===== src/hw/rtl/sic_div_step.sv =====
// One restoring division step: subtracts the shifted divisor when it fits.
module sic_div_step #(
    parameter int REM_W = 100,
    parameter int DIV_W = 67,
    parameter int SHIFT = 0
) (
    input  logic [REM_W-1:0] rem,
    input  logic [DIV_W-1:0] div,
    output logic [REM_W-1:0] rem_next,
    output logic             qbit
);

    logic [REM_W-1:0] shifted;

    // Compare against the divisor aligned to this quotient bit.
    always_comb
    begin
        shifted  = REM_W'(div) << SHIFT;
        qbit     = (rem >= shifted);
        rem_next = qbit ? (rem - shifted) : rem;
    end

endmodule


===== config.mk =====
export PLATFORM = sky130hd
export DESIGN_NAME = sic_div_step
export DESIGN_NICKNAME = d
export VERILOG_FILES = /design/src/hw/rtl/sic_div_step.sv
export SDC_FILE = /design/constraint.sdc
export NUM_CORES = 1
export LEC_CHECK = 0
export BUFFER_PORTS_ARGS = -buffer_cell sky130_fd_sc_hd__buf_2
export CORE_ASPECT_RATIO = 1.4
export CORE_MARGIN = 1
export CORE_UTILIZATION = 38
export DETAILED_ROUTE_END_ITERATION = 10
export GPL_TIMING_DRIVEN = 0
export PLACE_DENSITY_LB_ADDON = 0.3
export SETUP_SLACK_MARGIN = 0.1
export SLEW_MARGIN = 20
export SYNTH_ARGS = -nofsm -noshare
export SYNTH_HDL_FRONTEND = slang
export SYNTH_SLANG_ARGS = --single-unit

===== constraint.sdc =====
create_clock -name vclk -period 6.2
set_input_delay 0.93 -clock vclk [all_inputs]
set_output_delay 0.93 -clock vclk [all_outputs]
set_load 0.01 [all_outputs]

==> results of run 1 <==
-- final cells by class --
class                      count  area, um2
multi-input combinational    956       6150
fill                        1975       8970
buffer                        54        236
timing repair buffer         266       1330
inverter                      93        349
tap                          236        295
-- layer usage --
layer / share of wire / wire (um) / vias up
li1: - / - / 4518
met1: 0.40 / 10600 / 4102
met2: 0.50 / 13200 / 353
met3: 0.056 / 1490 / 59
met4: 0.041 / 1080 / 0
met5: 0 / 0 / -
-- cells in the mapped netlist (3+ instances only) --
master	count
nor2_1	124
o31ai_1	3
a211o_1	3
xnor2_1	41
a21o_1	34
o21ai_0	65
o221ai_1	3
o41ai_1	3
nand3_1	19
o21ai_1	3
a31oi_1	8
nor3_1	35
nand4_1	36
or2_1	3
nand2_1	99
and3_1	6
nor2b_1	4
clkbuf_1	32
or3_1	22
and2_1	11
nor3b_1	3
or4_1	9
a211oi_1	16
o2111ai_1	4
a311o_1	3
mux2_2	3
a21boi_0	8
ha_1	67
nand2b_1	11
inv_1	92
o21a_1	16
o21bai_1	22
a21oi_1	157
buf_2	21
nor4_1	13
xor2_1	48
o211ai_1	7
-- stage by stage --
stage | worst slack [ps] | power, uW | hold WS [ps] | utilization | std cells
floorplan | 1690 | 550 | 1930 | - | 1103
global placement | 638 | 843 | 2140 | 0.482 | 1605
detailed placement | 636 | 845 | 2140 | 0.482 | 1605
CTS | 617 | 850 | 2140 | 0.482 | 1605
global route | 306 | 940 | 2170 | 0.483 | 1605
finish | 608 | 856 | 2140 | 0.483 | 1605
-- path summary, 6_finish.rpt --
path | from | end | slack, ps | depth (start not counted)
worst min-delay path | rem[88] | rem_next[88] | 2140 | 3
worst max-delay path | rem[41] | rem_next[63] | 610 | 16
-- power breakdown --
group | leakage, uW | total, uW | internal, uW | switching [uW]
clock network | 0 | 0 | 0 | 0
logic | 0.00397 | 856 | 351 | 506
registers | 0 | 0 | 0 | 0
-- tightest hold or removal path, cell delays in order --
cell	delay (ps)
buf_2	90
xnor2_1	60
buf_2	130
-- cell families (layout without fill, tap and decap cells) --
family | after synthesis | in the layout
AO/OA/AOI/OAI | 383 | 383
AND/OR/NAND/NOR | 412 | 412
multiplexers | 3 | 3
XOR/XNOR | 90 | 90
adder cells (fa/ha/maj) | 68 | 68
buffers and inverters | 147 | 413
==> metrics.md, run 1 <==
| Metric | Value |
|---|---|
| Slew @ Worst Pin | 1010 ps |
| Peak supply drop | approximately 0.058 mV |
| M2 GR Usage | 0.514 |
| Global Route met1 Usage | 0.321 |
| Synth area leader | ha_1 |
| TNS Setup | 0 ps |
| Synth area leaders | ha_1, a21oi_1, nor2_1 |
| Die Width | approximately 110 um |
| Met3 GRT Util | 0.0164 |
| Ant diodes | 0 |
| Post-route antenna net violation count | 0 |
| Synth Instances | 1103 |
| Placement Cell Area | 8360 um2 |
| # resized after CTS | 0 |
| Synth Area in XOR/XNOR | 0.118 |
| Drt initial violations | about 560 |
| Post-Syn Area per Cell | 6.10 um2 |
| Hold crit path type | in2out |
| Via density per instance | around 5.6 |
| Adder-cell area share of the yosys netlist | 0.127 |
| Outcome | finished, final reports clean |
| Netlist cell types | 75 |
| Crit end category | output pin |
| DRC violations left | 0 |
| Max Fclk | roughly 180 MHz |
| Vias in the first global route | 8522 |
| Post-route minimum period | 5590 ps |
| Post-DP HPWL | 22300 um |
| WS Path Type | in2out |
| Row count | 57 |
| Syn nets | ~1300 |
| Critical Path Most Common Cell | buf_2 |
| P_leak | 0.00397 uW |
| Clock buffer count | 0 |
| Largest family of logic cells by synthesized area | compound AO/OA/AOI/OAI gates |
| GRT Overall Usage | 0.275 |
| Endpoints failing setup | 0 |
| Ports | 268 |
| FF+latch count | 0 |
| Largest stage delay, worst path | 770 ps |
| Max Transition Viols Final | 0 |
| Commonest cells after routing, fill and taps aside | buf_2, a21oi_1, nor2_1 |
| Congestion Overflow GR | 0 |
| Design Area, Final | 8360 um2 |
| Pin count of the biggest net entering global routing | 11 |
| Hold bufs inserted after CTS | 0 |
| Final GP Congestion | 0.961 |
| FF/Latch Area | 0 um2 |
| PortBufs | 266 |
| Max-cap check violation count | 0 |
| Max-slew headroom | 0.322 |
| Worst Path Buf+Inv | 6 |
| Post-Synth Simple-Gate Area | 0.301 |
| Vias | 9032 |
| Die area | ~18000 um2 |
| First-pass GRT wire length | 41000 um |
| Worst Path Required | 5270 ps |
| Final nets | 1606 |
| Initial antenna violation count | 0 |
| Commonest non-fill, non-tap cell in the layout | buf_2 |
| Pwr Density | 102 nW/um2 |
| Share of cells above drive strength 1 | 0.231 |
| Avg WL per Cell | around 16 um |
| Post-Syn Area | 6730 um2 |
| Mux contribution to synthesized area | 0.00502 |
| Post-synth top area share | 0.125 |
| Top Usage Layer GRT | met2 |
| Synth Area in Compound Gates | 0.361 |
| Postcts setup bufs | 0 |
| Slowest CP cell | nor4_1 |
| Worst-path cell chain | buf_2 > ha_1 > clkbuf_1 > nand2_1 > nor4_1 > nand3_1 > nor4_1 > nor2_1 > nand2_2 > nor2_4 > inv_2 > buf_2 > buf_2 > nor2_1 > a21oi_1 > buf_2 |
| CP delay by family, top | simple AND/OR/NAND/NOR gates |
| Initial Util | 0.388 |
| CP startpoint kind | primary input |
| Die Ht | 159 um |
| Fin crit share | 0.902 |
| Syn. warnings | 0 |
| RSZ-0062 raised after global routing | false |
| Pre-Repair DR Iteration Count | 5 |
| P&R area growth vs syn | 24.2% |
| WP data arrival | 4660 ps |
| Final wirelength | 26300 um |
| Core Footprint | 17300 um2 |
| Max FO, Critical Path | 10 |
| Final hold violations | 0 |
| Seq/Total Area, Yosys | 0 |
(Power assumes the default switching activity.)
==> run 2: changes to the inputs <==
--- a/config.mk
+++ b/config.mk
@@ -5,11 +5,11 @@
 export SDC_FILE = /design/constraint.sdc
 export NUM_CORES = 1
 export LEC_CHECK = 0
-export BUFFER_PORTS_ARGS = -buffer_cell sky130_fd_sc_hd__buf_2
 export CORE_ASPECT_RATIO = 1.4
 export CORE_MARGIN = 1
 export CORE_UTILIZATION = 38
 export DETAILED_ROUTE_END_ITERATION = 10
+export DONT_BUFFER_PORTS = 1
 export GPL_TIMING_DRIVEN = 0
 export PLACE_DENSITY_LB_ADDON = 0.3
 export SETUP_SLACK_MARGIN = 0.1
==> run 2 against run 1 <==
Compared with the run above:
- non-clock buffer count decreased by 266
- total power decreased by 19%
- combinational power decreased by 19%
- final area decreased by 16%
- clock-buffer cell count unchanged
- largest cell class unchanged
- largest power group unchanged
==> metrics.md, run 2 (synthesized netlist as in run 1, its figures left out) <==
| Metric | Value |
|---|---|
| Outcome | finished, final reports clean |
| Core Footprint | 17300 um2 (unchanged) |
| DRC violations left | 0 (unchanged) |
| Die Width | 114 um (unchanged) |
| Vias in the first global route | 7687 (-9.8%) |
| Congestion Overflow GR | 0 (unchanged) |
| WP data arrival | 4560 ps (-100 ps) |
| Ports | 268 (unchanged) |
| Post-route minimum period | 5490 ps (-101 ps) |
| Endpoints failing setup | 0 (unchanged) |
| Postcts setup bufs | 0 (unchanged) |
| Drt initial violations | 406 (-28%) |
| Met3 Wirelength | 1480 um (-0.61%) |
| Met1 Routed Length | 10200 um (-4.0%) |
| Max layer used | met4 |
| Routed length on met2 | 12900 um (-2.2%) |
| FF+latch count | 0 (unchanged) |
| Clock buffer count | 0 (unchanged) |
| RSZ-0062 raised after global routing | false |
| Die area | 18300 um2 (unchanged) |
| Post-DP HPWL | 21700 um (-3.0%) |
| Pwr Density | 98.9 nW/um2 (-3.4%) |
| CP startpoint kind | primary input |
| Final hold violations | 0 (unchanged) |
| Commonest cells after routing, fill and taps aside | a21oi_1, nor2_1, nand2_1 |
| Row count | 57 (unchanged) |
| Commonest non-fill, non-tap cell in the layout | a21oi_1 |
| Ant diodes | 0 (unchanged) |
| FF/Latch Area | 0 um2 (unchanged) |
| Max Fclk | 182 MHz (+1.8%) |
| P_leak | 0.00293 uW (-26%) |
| Via density per instance | 6.00 (+6.6%) |
| Vias | 8035 (-11%) |
| Die Ht | 159 um (unchanged) |
| Peak supply drop | 0.0338 mV (-42%) |
| Max FO, Critical Path | 10 (unchanged) |
| Pre-Repair DR Iteration Count | 5 (unchanged) |
| Initial antenna violation count | 0 (unchanged) |
| Hold bufs inserted after CTS | 0 (unchanged) |
| Avg WL per Cell | 19.0 um (+16%) |
| Final worst slack | 709 ps (+101 ps) |
| First-pass GRT wire length | 38900 um (-5.1%) |
| Worst Path Required | 5270 ps (about the same) |
| Pin count of the biggest net entering global routing | 11 (unchanged) |
| GRT Overall Usage | 0.265 (-0.0103) |
| Final nets | 1340 (-17%) |
| Fillcell total | 1985 (+0.51%) |
| Max-cap check violation count | 0 (unchanged) |
| Max-slew headroom | 0.229 (-0.0930) |
| # resized after CTS | 0 (unchanged) |
| Share of cells above drive strength 1 | 0.0444 (-0.186) |
| WS Path Type | in2out |
| Post-route antenna net violation count | 0 (unchanged) |
| Multi-input gate area in the final layout | 6150 um2 (about the same) |
| PortBufs | 0 (-100%) |
| P&R area growth vs syn | 4.39% |
| Initial Util | 0.388 (unchanged) |
| Max Transition Viols Final | 0 (unchanged) |
| Slew @ Worst Pin | 1150 ps (+135 ps) |
| TNS Setup | 0 ps (unchanged) |
| Final GP Congestion | 0.981 (+2.1%) |
| Fin crit share | 0.886 (-0.0163) |
| Hold crit path type | in2out |
| Final wirelength | 25400 um (-3.4%) |
| Crit end category | output pin |
| Placement Setup Slack | 741 ps (+104 ps) |
run 2: cell types whose count changed in the layout (fill, tap and decap cells not counted):
cell      previous run  this run
a211oi_2             1         0
buf_2              287        21
a211oi_1            15        16
run 2: routing by layer:
layer / global-route usage / up-vias
met4: 0.0844 / 0
met1: 0.308 / 3656
met5: 0 / -
li1: - / 3990
met3: 0.0259 / 55
met2: 0.496 / 334
run 2: area by class of cell:
| cell class | instances | share of cell area |
|---|---|---|
| multi-input cells | 956 | 0.875 |
| plain buffers | 54 | 0.0336 |
| inverters | 93 | 0.0497 |
| well taps | 236 | 0.0420 |
run 2: worst max-delay path: stages:
cell and delay (ps):
inv_1 20, ha_1 260, clkbuf_1 320, nand2_1 170, nor4_1 770, nand3_1 160, nor4_1 400, nor2_1 100
nand2_2 220, nor2_4 100, inv_2 110, buf_2 290, buf_2 350, nor2_1 80, a21oi_1 270
run 2: final timing paths:
path | start | cells after the start | endpoint | slack, ps
max | div[41] | 15 | rem_next[63] | 710
min | rem[91] | 1 | rem_next[91] | 1930
run 2: metrics by stage:
stage               instances  total power, uW   util  instance area (um2)  hold slack, ps
floorplan                1103              550      -                 6730            1930
global placement         1339              682  0.406                 7030            1930
detailed placement       1339              686  0.406                 7030            1930
CTS                      1339              690  0.406                 7030            1930
global route             1339              763  0.406                 7030            1930
finish                   1339              695  0.406                 7030            1930
run 2: power breakdown:
part	leakage (uW)	internal, uW	switching, uW
clock	0	0	0
combinational	0.00293	243	452
sequential	0	0	0
total	0.00293	243	452
